--- src/rtl/bcpd_pkg.sv ---
// ----------------------------------------------------------------------------
// Button click and press detector package
// Event codes, register indexes, reset values and the run record type.
// ----------------------------------------------------------------------------
`timescale 1ns / 1ps

package bcpd_pkg;

   localparam int CLICK_COUNT_BITS_DEF = 8;
   localparam int RUN_SLOTS            = 3;
   localparam int CSR_INDEX_BITS       = 3;
   localparam int CSR_DATA_BITS        = 16;

   localparam logic [15:0] DEBOUNCE_RESET   = 16'd30;
   localparam logic [15:0] LONG_RESET       = 16'd800;
   localparam logic [15:0] EXTRA_LONG_RESET = 16'd3000;
   localparam logic [15:0] WINDOW_RESET     = 16'd350;

   typedef enum logic [2:0] {
      EV_PRESSED    = 3'd0,
      EV_RELEASED   = 3'd1,
      EV_CLICK      = 3'd2,
      EV_DOUBLE     = 3'd3,
      EV_TRIPLE     = 3'd4,
      EV_MULTI      = 3'd5,
      EV_LONG       = 3'd6,
      EV_EXTRA_LONG = 3'd7
   } event_code_type;

   typedef enum logic [CSR_INDEX_BITS-1:0] {
      CSR_DEBOUNCE   = 3'd0,
      CSR_LONG       = 3'd1,
      CSR_EXTRA_LONG = 3'd2,
      CSR_WINDOW     = 3'd3,
      CSR_LEVEL      = 3'd4
   } csr_index_type;

   typedef struct packed {
      event_code_type code;
      logic [7:0]     total;
   } event_type;

   typedef struct packed {
      logic [1:0]                    count;
      event_type [RUN_SLOTS-1:0]     slot;
      logic [31:0]                   stamp;
   } run_type;

   function automatic logic passed(logic [31:0] now, logic [31:0] start, logic [15:0] span);
      logic [31:0] diff;
      diff = now - start;
      return diff >= {16'h0000, span};
   endfunction

endpackage

--- src/rtl/bcpd_front.sv ---
// ----------------------------------------------------------------------------
// Button detector front end
// Debounces one sample per cycle while the run queue has room, updates
// press and click state and packs the sample's events into one run record.
// ----------------------------------------------------------------------------
`timescale 1ns / 1ps

module bcpd_front import bcpd_pkg::*; #(
   parameter int CLICK_COUNT_BITS = CLICK_COUNT_BITS_DEF
) (
   input  logic                      clock,
   input  logic                      reset,
   input  logic                      req_push,
   input  logic [31:0]               req_now_time,
   input  logic                      req_pin_level,
   input  logic                      queue_full,
   input  logic                      csr_valid,
   input  logic [CSR_INDEX_BITS-1:0] csr_index,
   input  logic [CSR_DATA_BITS-1:0]  csr_data,
   output logic                      run_push,
   output run_type                   run_data
);

   localparam int NCAND = 6;

   logic [15:0] debounce_ff, long_ff, xlong_ff, window_ff;
   logic        level_ff;

   logic                        raw_ff, stable_ff, long_rep_ff, xlong_rep_ff;
   logic [31:0]                 raw_time_ff, press_time_ff, rel_time_ff;
   logic [CLICK_COUNT_BITS-1:0] pend_ff;

   logic                        raw_in, stable_in, long_rep_in, xlong_rep_in;
   logic [31:0]                 raw_time_in, press_time_in, rel_time_in;
   logic [CLICK_COUNT_BITS-1:0] pend_in;

   logic                        accept, act, change, pressed_now, released_now;
   logic                        settle1, settle2, long_fire, xlong_fire;
   logic                        long_a, xlong_a;
   logic [CLICK_COUNT_BITS-1:0] pend_a, pend_b;
   logic [NCAND-1:0]            fire;
   event_type [NCAND-1:0]       cand;
   logic [2:0]                  cnt;
   run_type                     run;

   function automatic event_code_type settle_code(logic [CLICK_COUNT_BITS-1:0] p);
      if (p == CLICK_COUNT_BITS'(1)) return EV_CLICK;
      else if (p == CLICK_COUNT_BITS'(2)) return EV_DOUBLE;
      else if (p == CLICK_COUNT_BITS'(3)) return EV_TRIPLE;
      else return EV_MULTI;
   endfunction

   function automatic logic [7:0] to_total(logic [CLICK_COUNT_BITS-1:0] p);
      logic [CLICK_COUNT_BITS+7:0] ext;
      ext = {8'h00, p};
      return ext[7:0];
   endfunction

   assign accept = req_push && !queue_full;

   always_comb begin
      act          = (req_pin_level == level_ff);
      raw_in       = act;
      raw_time_in  = (act != raw_ff) ? req_now_time : raw_time_ff;
      change       = (stable_ff != raw_in) &&
                     passed(req_now_time, raw_time_in, debounce_ff);
      stable_in    = change ? raw_in : stable_ff;
      pressed_now  = change && raw_in;
      released_now = change && !raw_in;

      settle1       = pressed_now && (pend_ff != '0) &&
                      passed(req_now_time, rel_time_ff, window_ff);
      pend_a        = settle1 ? '0 : pend_ff;
      press_time_in = pressed_now ? req_now_time : press_time_ff;
      long_a        = pressed_now ? 1'b0 : long_rep_ff;
      xlong_a       = pressed_now ? 1'b0 : xlong_rep_ff;

      pend_b = pend_a;
      if (released_now) begin
         if (long_a || xlong_a) pend_b = '0;
         else if (pend_a != '1) pend_b = pend_a + CLICK_COUNT_BITS'(1);
      end
      rel_time_in = released_now ? req_now_time : rel_time_ff;

      settle2    = !stable_in && (pend_b != '0) &&
                   passed(req_now_time, rel_time_in, window_ff);
      pend_in    = settle2 ? '0 : pend_b;
      long_fire  = stable_in && !long_a && passed(req_now_time, press_time_in, long_ff);
      xlong_fire = stable_in && !long_fire && (xlong_ff != 16'h0000) && long_a &&
                   !xlong_a && passed(req_now_time, press_time_in, xlong_ff);
      long_rep_in  = long_a || long_fire;
      xlong_rep_in = xlong_a || xlong_fire;

      fire = {xlong_fire, long_fire, settle2, released_now, pressed_now, settle1};
      cand[0] = '{code: settle_code(pend_ff), total: to_total(pend_ff)};
      cand[1] = '{code: EV_PRESSED, total: 8'h00};
      cand[2] = '{code: EV_RELEASED, total: 8'h00};
      cand[3] = '{code: settle_code(pend_b), total: to_total(pend_b)};
      cand[4] = '{code: EV_LONG, total: 8'h00};
      cand[5] = '{code: EV_EXTRA_LONG, total: 8'h00};

      run       = '0;
      run.stamp = req_now_time;
      cnt       = 3'd0;
      for (int k = 0; k < NCAND; k++) begin
         if (fire[k] && cnt < 3'(RUN_SLOTS)) begin
            run.slot[cnt[1:0]] = cand[k];
            cnt = cnt + 3'd1;
         end
      end
      run.count = cnt[1:0];
   end

   assign run_push = accept && (cnt != 3'd0);
   assign run_data = run;

   always_ff @(posedge clock) begin
      if (reset) begin
         debounce_ff <= DEBOUNCE_RESET;
         long_ff     <= LONG_RESET;
         xlong_ff    <= EXTRA_LONG_RESET;
         window_ff   <= WINDOW_RESET;
         level_ff    <= 1'b0;
      end else if (csr_valid) begin
         unique case (csr_index_type'(csr_index))
            CSR_DEBOUNCE:   debounce_ff <= csr_data;
            CSR_LONG:       long_ff     <= csr_data;
            CSR_EXTRA_LONG: xlong_ff    <= csr_data;
            CSR_WINDOW:     window_ff   <= csr_data;
            CSR_LEVEL:      level_ff    <= csr_data[0];
            default: ;
         endcase
      end
   end

   always_ff @(posedge clock) begin
      if (reset) begin
         raw_ff        <= 1'b0;
         stable_ff     <= 1'b0;
         raw_time_ff   <= '0;
         press_time_ff <= '0;
         long_rep_ff   <= 1'b0;
         xlong_rep_ff  <= 1'b0;
         pend_ff       <= '0;
         rel_time_ff   <= '0;
      end else if (accept) begin
         raw_ff        <= raw_in;
         stable_ff     <= stable_in;
         raw_time_ff   <= raw_time_in;
         press_time_ff <= press_time_in;
         long_rep_ff   <= long_rep_in;
         xlong_rep_ff  <= xlong_rep_in;
         pend_ff       <= pend_in;
         rel_time_ff   <= rel_time_in;
      end
   end

endmodule

--- src/rtl/bcpd_queue.sv ---
// ----------------------------------------------------------------------------
// Button detector run queue
// Two-entry register queue of run records between front and back end.
// ----------------------------------------------------------------------------
`timescale 1ns / 1ps

module bcpd_queue import bcpd_pkg::*; (
   input  logic    clock,
   input  logic    reset,
   input  logic    push,
   input  run_type push_data,
   input  logic    pop,
   output logic    full,
   output logic    empty,
   output run_type head
);

   run_type    mem_ff [2];
   logic       wr_ptr_ff, rd_ptr_ff;
   logic [1:0] count_ff;
   logic       do_push, do_pop;

   assign full    = (count_ff == 2'd2);
   assign empty   = (count_ff == 2'd0);
   assign do_push = push && !full;
   assign do_pop  = pop && !empty;
   assign head    = mem_ff[rd_ptr_ff];

   always_ff @(posedge clock) begin
      if (do_push) mem_ff[wr_ptr_ff] <= push_data;
   end

   always_ff @(posedge clock) begin
      if (reset) begin
         wr_ptr_ff <= 1'b0;
         rd_ptr_ff <= 1'b0;
         count_ff  <= 2'd0;
      end else begin
         if (do_push) wr_ptr_ff <= ~wr_ptr_ff;
         if (do_pop) rd_ptr_ff <= ~rd_ptr_ff;
         unique case ({do_push, do_pop})
            2'b10:   count_ff <= count_ff + 2'd1;
            2'b01:   count_ff <= count_ff - 2'd1;
            default: count_ff <= count_ff;
         endcase
      end
   end

endmodule

--- src/rtl/bcpd_back.sv ---
// ----------------------------------------------------------------------------
// Button detector back end
// Walks the slots of the head run record and presents one event per beat
// in an output register.
// ----------------------------------------------------------------------------
`timescale 1ns / 1ps

module bcpd_back import bcpd_pkg::*; (
   input  logic        clock,
   input  logic        reset,
   input  logic        queue_empty,
   input  run_type     queue_head,
   output logic        queue_pop,
   input  logic        rsp_pop,
   output logic        rsp_empty,
   output logic [2:0]  rsp_event_code,
   output logic [7:0]  rsp_click_total,
   output logic [31:0] rsp_event_time,
   output logic        rsp_last_of_run
);

   logic [1:0]  idx_ff, idx_in;
   logic        valid_ff;
   event_type   ev_ff;
   logic [31:0] time_ff;
   logic        last_ff;
   logic        load, take, last;

   assign load      = !valid_ff || rsp_pop;
   assign take      = load && !queue_empty;
   assign last      = (idx_ff == queue_head.count - 2'd1);
   assign queue_pop = take && last;
   assign idx_in    = last ? 2'd0 : idx_ff + 2'd1;

   always_ff @(posedge clock) begin
      if (reset) begin
         valid_ff <= 1'b0;
         idx_ff   <= 2'd0;
      end else if (load) begin
         valid_ff <= !queue_empty;
         if (take) idx_ff <= idx_in;
      end
   end

   always_ff @(posedge clock) begin
      if (take) begin
         ev_ff   <= queue_head.slot[idx_ff];
         time_ff <= queue_head.stamp;
         last_ff <= last;
      end
   end

   assign rsp_empty       = !valid_ff;
   assign rsp_event_code  = ev_ff.code;
   assign rsp_click_total = ev_ff.total;
   assign rsp_event_time  = time_ff;
   assign rsp_last_of_run = last_ff;

endmodule

--- src/rtl/button_click_press_detector.sv ---
// ----------------------------------------------------------------------------
// Button click and press detector
// Debounced press/release, multi-click and long-press event generator.
//
//   channel  ports                     beat moves
//   req      req_push / req_full       one sample: time stamp and pin level
//   rsp      rsp_pop / rsp_empty       one event: code, clicks, time, last flag
//   csr      csr_valid / csr_ready     one register write: index and data
//
// A sample is taken in any cycle the two-entry run queue has room; the front
// end handles it in that cycle. Each event of a sample leaves the output
// register one per cycle while the result side pops, so a sample's events
// (up to three) hold the result side until the last is popped. Reset is
// synchronous and clears the control and state registers. A stalled result
// side backs up the queue and then req_full.
// ----------------------------------------------------------------------------
`timescale 1ns / 1ps

module button_click_press_detector import bcpd_pkg::*; #(
   parameter int CLICK_COUNT_BITS = CLICK_COUNT_BITS_DEF
) (
   input  logic                      clock,
   input  logic                      reset,
   input  logic                      req_push,
   output logic                      req_full,
   input  logic [31:0]               req_now_time,
   input  logic                      req_pin_level,
   output logic                      rsp_empty,
   input  logic                      rsp_pop,
   output logic [2:0]                rsp_event_code,
   output logic [7:0]                rsp_click_total,
   output logic [31:0]               rsp_event_time,
   output logic                      rsp_last_of_run,
   input  logic                      csr_valid,
   output logic                      csr_ready,
   input  logic [CSR_INDEX_BITS-1:0] csr_index,
   input  logic [CSR_DATA_BITS-1:0]  csr_data
);

   logic    run_push, q_full, q_empty, q_pop;
   run_type run_data, q_head;

   assign req_full  = q_full;
   assign csr_ready = 1'b1;

   bcpd_front #(.CLICK_COUNT_BITS(CLICK_COUNT_BITS)) u_front (
      .clock         (clock),
      .reset         (reset),
      .req_push      (req_push),
      .req_now_time  (req_now_time),
      .req_pin_level (req_pin_level),
      .queue_full    (q_full),
      .csr_valid     (csr_valid),
      .csr_index     (csr_index),
      .csr_data      (csr_data),
      .run_push      (run_push),
      .run_data      (run_data)
   );

   bcpd_queue u_queue (
      .clock     (clock),
      .reset     (reset),
      .push      (run_push),
      .push_data (run_data),
      .pop       (q_pop),
      .full      (q_full),
      .empty     (q_empty),
      .head      (q_head)
   );

   bcpd_back u_back (
      .clock           (clock),
      .reset           (reset),
      .queue_empty     (q_empty),
      .queue_head      (q_head),
      .queue_pop       (q_pop),
      .rsp_pop         (rsp_pop),
      .rsp_empty       (rsp_empty),
      .rsp_event_code  (rsp_event_code),
      .rsp_click_total (rsp_click_total),
      .rsp_event_time  (rsp_event_time),
      .rsp_last_of_run (rsp_last_of_run)
   );

endmodule

--- config.mk ---
export PLATFORM = sky130hd
export DESIGN_NAME = button_click_press_detector
export DESIGN_NICKNAME = d
export VERILOG_FILES = /design/src/rtl/bcpd_pkg.sv /design/src/rtl/bcpd_front.sv /design/src/rtl/bcpd_queue.sv /design/src/rtl/bcpd_back.sv /design/src/rtl/button_click_press_detector.sv
export SDC_FILE = /design/constraint.sdc
export NUM_CORES = 1
export LEC_CHECK = 0
export BUFFER_PORTS_ARGS = -buffer_cell sky130_fd_sc_hd__buf_2
export CELL_PAD_IN_SITES_DETAIL_PLACEMENT = 1
export CELL_PAD_IN_SITES_GLOBAL_PLACEMENT = 2
export CORE_UTILIZATION = 39
export DETAILED_ROUTE_END_ITERATION = 6
export PLACE_DENSITY_LB_ADDON = 0.2
export SETUP_SLACK_MARGIN = 0.4
export SLEW_MARGIN = 20
export SYNTH_ARGS = -nofsm -noshare
export SYNTH_HDL_FRONTEND = slang
export SYNTH_HIERARCHICAL = 1
export SYNTH_SLANG_ARGS = --single-unit
--- constraint.sdc ---
create_clock -name clock -period 23.1 [get_ports clock]
set_input_delay 3.465 -clock clock [delete_from_list [all_inputs] [get_ports clock]]
set_output_delay 3.465 -clock clock [all_outputs]
set_load 0.01 [all_outputs]
==> results.cfg <==
[synth]
synth-seq-cells = 359
post_synthesis_cell_type_count = 96
synth_area_leaders = sky130_fd_sc_hd__edfxtp_1 (20%), sky130_fd_sc_hd__dfxtp_1 (14%), sky130_fd_sc_hd__ha_1 (9.8%), sky130_fd_sc_hd__nand2_1 (6.3%), sky130_fd_sc_hd__a21oi_1 (6.3%)
syn_nets = 3372
synth-warning-count = 6
avgSynthCellArea_um2 = 8.43
share_of_synthesized_flip_flops_with_an_asynchronous_set_or_reset_pct = 0
ys_seq_area_share_pct = 34.3
dominantRegCellSynth = sky130_fd_sc_hd__dfxtp_1
yosys.area.top_type_share_pct = 20.4
synth.largest_area_cell = sky130_fd_sc_hd__edfxtp_1
syn_area_um2 = 26200
synth_edf_count = 178
synthCells = 3107

[worst_setup_path]
timing.critical_path.from_type = input port
critPathCaptureType = flop
setup.worst_path.class = input port to flop
setup.reg_to_reg.worst_slack_ns = 6.32
crit_path_frequent_cell = sky130_fd_sc_hd__ha_1
critical-path-max-stage-delay_ns = 0.80
worstReg2RegStart = u_front/level_ff
rr_worst_depth = 62
critPathRequiredTime_ns = 23.32
worstPathArrival_ns = 19.43
critPathSlowestCell = sky130_fd_sc_hd__or4_1
worstPathMaxFanout = 42
rr_endpoint = u_queue/mem_ff[0][23]

[sta]
setup_viol = 0
number_of_hold_violations_in_the_final_report = 0
rsz0062_at_grt = false
relative_slew_slack_pct = 23.6
fin_crit_ns = 19.20
fmax_mhz = 52.1
finalMaxSlewViolations = 0
fin_crit_sh_pct = 83.1
worst_clock_skew_ns = 0.0547
setup_total_negative_slack_ns = 0
slew_at_the_pin_closest_to_its_max_slew_limit_ns = 1.12

[detailed_routing]
detailedRoute.firstPassIterationCount = 7
drc_marker_count_from_the_first_detailed_route_iteration = 1389
number_of_design_rule_violations_left_after_detail_routing = 3
routed.top_layer = met4
met1_wl_um = 43000
routed_via_density = 5.91
wl_um = 93600
post_drt_wl_per_cell_um = 23.5
route.met2.wl_um = 45300
num_vias = 23566
met3_length_um = 2850
antenna_violating_nets_remaining = 0

[clocking]
cts_tree = yes
clk_transition_reported_paths_ns = 0.06
clock_insertion_delay_worst_skew_ns = 0.61
cts_max_level = 2
number_of_buffers_inserted_during_clock_tree_synthesis = 42
clockBufferDepth = 3
postCtsSetupRepairBufs = 0
cts_repair_resize_count = 0
cts-root-buf = sky130_fd_sc_hd__clkbuf_16
cts_hold_repair.buffers = 0
cts.sinks = 359

[power_and_ir_drop]
vdd_ir_drop_max_v = 0.0000555
power_density_nw_per_um2 = 84.5
static_leakage_uw = 0.0108

[grt]
globalRoute.totalOverflow = 0
antenna_found_initial = 0
track_usage_pct = 27.2
grt_pass1_vias = 24216
grt_first_pass_wirelength_um = 144000
grt_max_degree = 94

[cells_and_area]
layout.cells.most_common_list = sky130_fd_sc_hd__nand2_1 (438), sky130_fd_sc_hd__a21oi_1 (325), sky130_fd_sc_hd__nor2_1 (226)
areaGrowthSynthToFinish_pct = 9.06
post-route-cell-area_um2 = 28600
final_nets = 3354
diode_insertion_count_for_antenna_repair = 0
most_common_cell_after_layout_fill_and_taps_aside = sky130_fd_sc_hd__nand2_1
layout-drive-gt1-share_pct = 10.1

[run_status]
status = finished, violations left
violations = DRC

[floorplan]
core_area_um2 = 66100
rows = 94
pin_count = 104
area_of_the_die_um2 = 68200
floorplan.initialDensity_pct = 39.6
die_y_um = 261
chipWidth_um = 261

[worst_hold_path]
timing.hold.worst.start = u_front/long_ff[3]
hold_path_class = flop to flop
min_path_cells = 2
timing.hold.worst_endpoint = u_front/long_ff[3]

[placement]
routabilityCongestion = 0.929
dpl-instance-area_um2 = 27100
hpwlAfterDp_um = 70900
io_buffer_count = 102

[job]
cap_violations = 0
[logic make-up (layout without fill, tap and decap cells)]
| group | after synthesis | in the layout | share of synthesized area [%] |
|---|---|---|---|
| simple gates | 1054 | 1054 | 18.8 |
| compound gates | 900 | 900 | 22.2 |
| buf+inv | 353 | 368 | 5.72 |
| other cells | 1 | 1 | 0.0143 |
| flops | 359 | 359 | 34.3 |
| xor+xnor | 84 | 84 | 2.98 |
| fa+ha+maj | 213 | 213 | 10.2 |
| mux | 143 | 143 | 5.80 |
[critical path, delay by kind of cell]
family | cells | cell delay (ns)
xor+xnor | 3 | 1.09
fa+ha+maj | 8 | 2.22
buf+inv | 8 | 1.95
compound gates | 26 | 6.07
mux | 1 | 0.20
simple gates | 17 | 4.35
[layout make-up]
type / count / area (um^2)
flip-flops and latches: 359 / 8970
clock buffers: 53 / 1150
inverters: 163 / 612
well taps: 864 / 1080
multi-input cells: 2395 / 15800
fillers: 7825 / 37500
clock inverters: 24 / 251
repair buffers: 128 / 712
[worst max path at each step]
stage	startpoint	to	slack [ns]
after CTS	req_pin_level	u_queue/mem_ff[0][26]	4.02
after global routing	req_pin_level	u_queue/mem_ff[0][28]	2.80
after detailed placement	req_pin_level	u_queue/mem_ff[0][25]	3.44
final	req_pin_level	u_queue/mem_ff[0][23]	3.90
after global placement	req_pin_level	u_queue/mem_ff[0][29]	4.06
after floorplan	req_pin_level	u_queue/mem_ff[0][0]	5.45
[metrics by stage]
| stage | utilization [%] | power, uW | cells | setup WS (ns) | hold slack, ns |
|---|---|---|---|---|---|
| floorplan | - | 1440 | 3107 | 5.45 | 0.434 |
| global placement | 41.1 | 1710 | 3909 | 4.06 | 0.443 |
| detailed placement | 41.1 | 1740 | 3909 | 3.44 | 0.448 |
| CTS | 43.2 | 2430 | 3986 | 4.02 | 0.456 |
| global route | 43.2 | 2550 | 3986 | 2.80 | 0.462 |
| finish | 43.2 | 2410 | 3986 | 3.90 | 0.454 |
[routing by layer]
layer  global-route usage (%)  vias to the layer above
met5                        0                        -
met4                     7.41                        0
met3                     2.65                      122
met2                     48.0                      411
met1                     35.3                    11779
li1                         -                    11254
[report_power, final]
group | internal (uW) | switching [uW] | leakage, uW
registers | 800 | 37.0 | 0.00315
clock network | 383 | 294 | 0.000679
logic | 314 | 585 | 0.00694
[cell usage after synthesis (13+ instances only)]
cell,count
sky130_fd_sc_hd__a21o_1,70
sky130_fd_sc_hd__a21oi_1,328
sky130_fd_sc_hd__mux2_2,70
sky130_fd_sc_hd__o22ai_1,17
sky130_fd_sc_hd__o2111ai_1,13
sky130_fd_sc_hd__nand3_1,52
sky130_fd_sc_hd__o21bai_1,24
sky130_fd_sc_hd__nand4_1,50
sky130_fd_sc_hd__or2_2,13
sky130_fd_sc_hd__clkbuf_1,117
sky130_fd_sc_hd__nor4_1,18
sky130_fd_sc_hd__xor2_1,30
sky130_fd_sc_hd__edfxtp_1,178
sky130_fd_sc_hd__o31ai_1,14
sky130_fd_sc_hd__o21ai_0,134
sky130_fd_sc_hd__nand2_1,439
sky130_fd_sc_hd__o21a_1,33
sky130_fd_sc_hd__a2111oi_0,13
sky130_fd_sc_hd__a211o_1,23
sky130_fd_sc_hd__xnor2_1,50
sky130_fd_sc_hd__buf_4,39
sky130_fd_sc_hd__nor2_1,227
sky130_fd_sc_hd__inv_1,162
sky130_fd_sc_hd__ha_1,205
sky130_fd_sc_hd__mux2i_1,73
sky130_fd_sc_hd__nor3_1,44
sky130_fd_sc_hd__nor2b_1,42
sky130_fd_sc_hd__buf_2,20
sky130_fd_sc_hd__o211ai_1,27
sky130_fd_sc_hd__dfxtp_1,181
sky130_fd_sc_hd__and3_1,34
sky130_fd_sc_hd__or3_1,17
sky130_fd_sc_hd__buf_1,14
sky130_fd_sc_hd__nand2b_1,42
sky130_fd_sc_hd__a211oi_1,45
sky130_fd_sc_hd__a31oi_1,23
sky130_fd_sc_hd__and2_1,20
[registers in the layout, summed over array words and instances (netlist names), 2 cells and up, named ones only]
name and count:
u_queue/count_ff 2, u_front/long_ff 16, u_front/window_ff 16, u_back/rsp_event_code 3, u_front/debounce_ff 16, u_front/xlong_ff 16, u_back/idx_ff 2, u_back/rsp_click_total 8
u_front/press_time_ff 32, u_front/rel_time_ff 32, u_queue/mem_ff 134, u_front/raw_time_ff 32, u_back/rsp_event_time 32, u_front/pend_ff 8
Power figures use the tool's default switching activity.
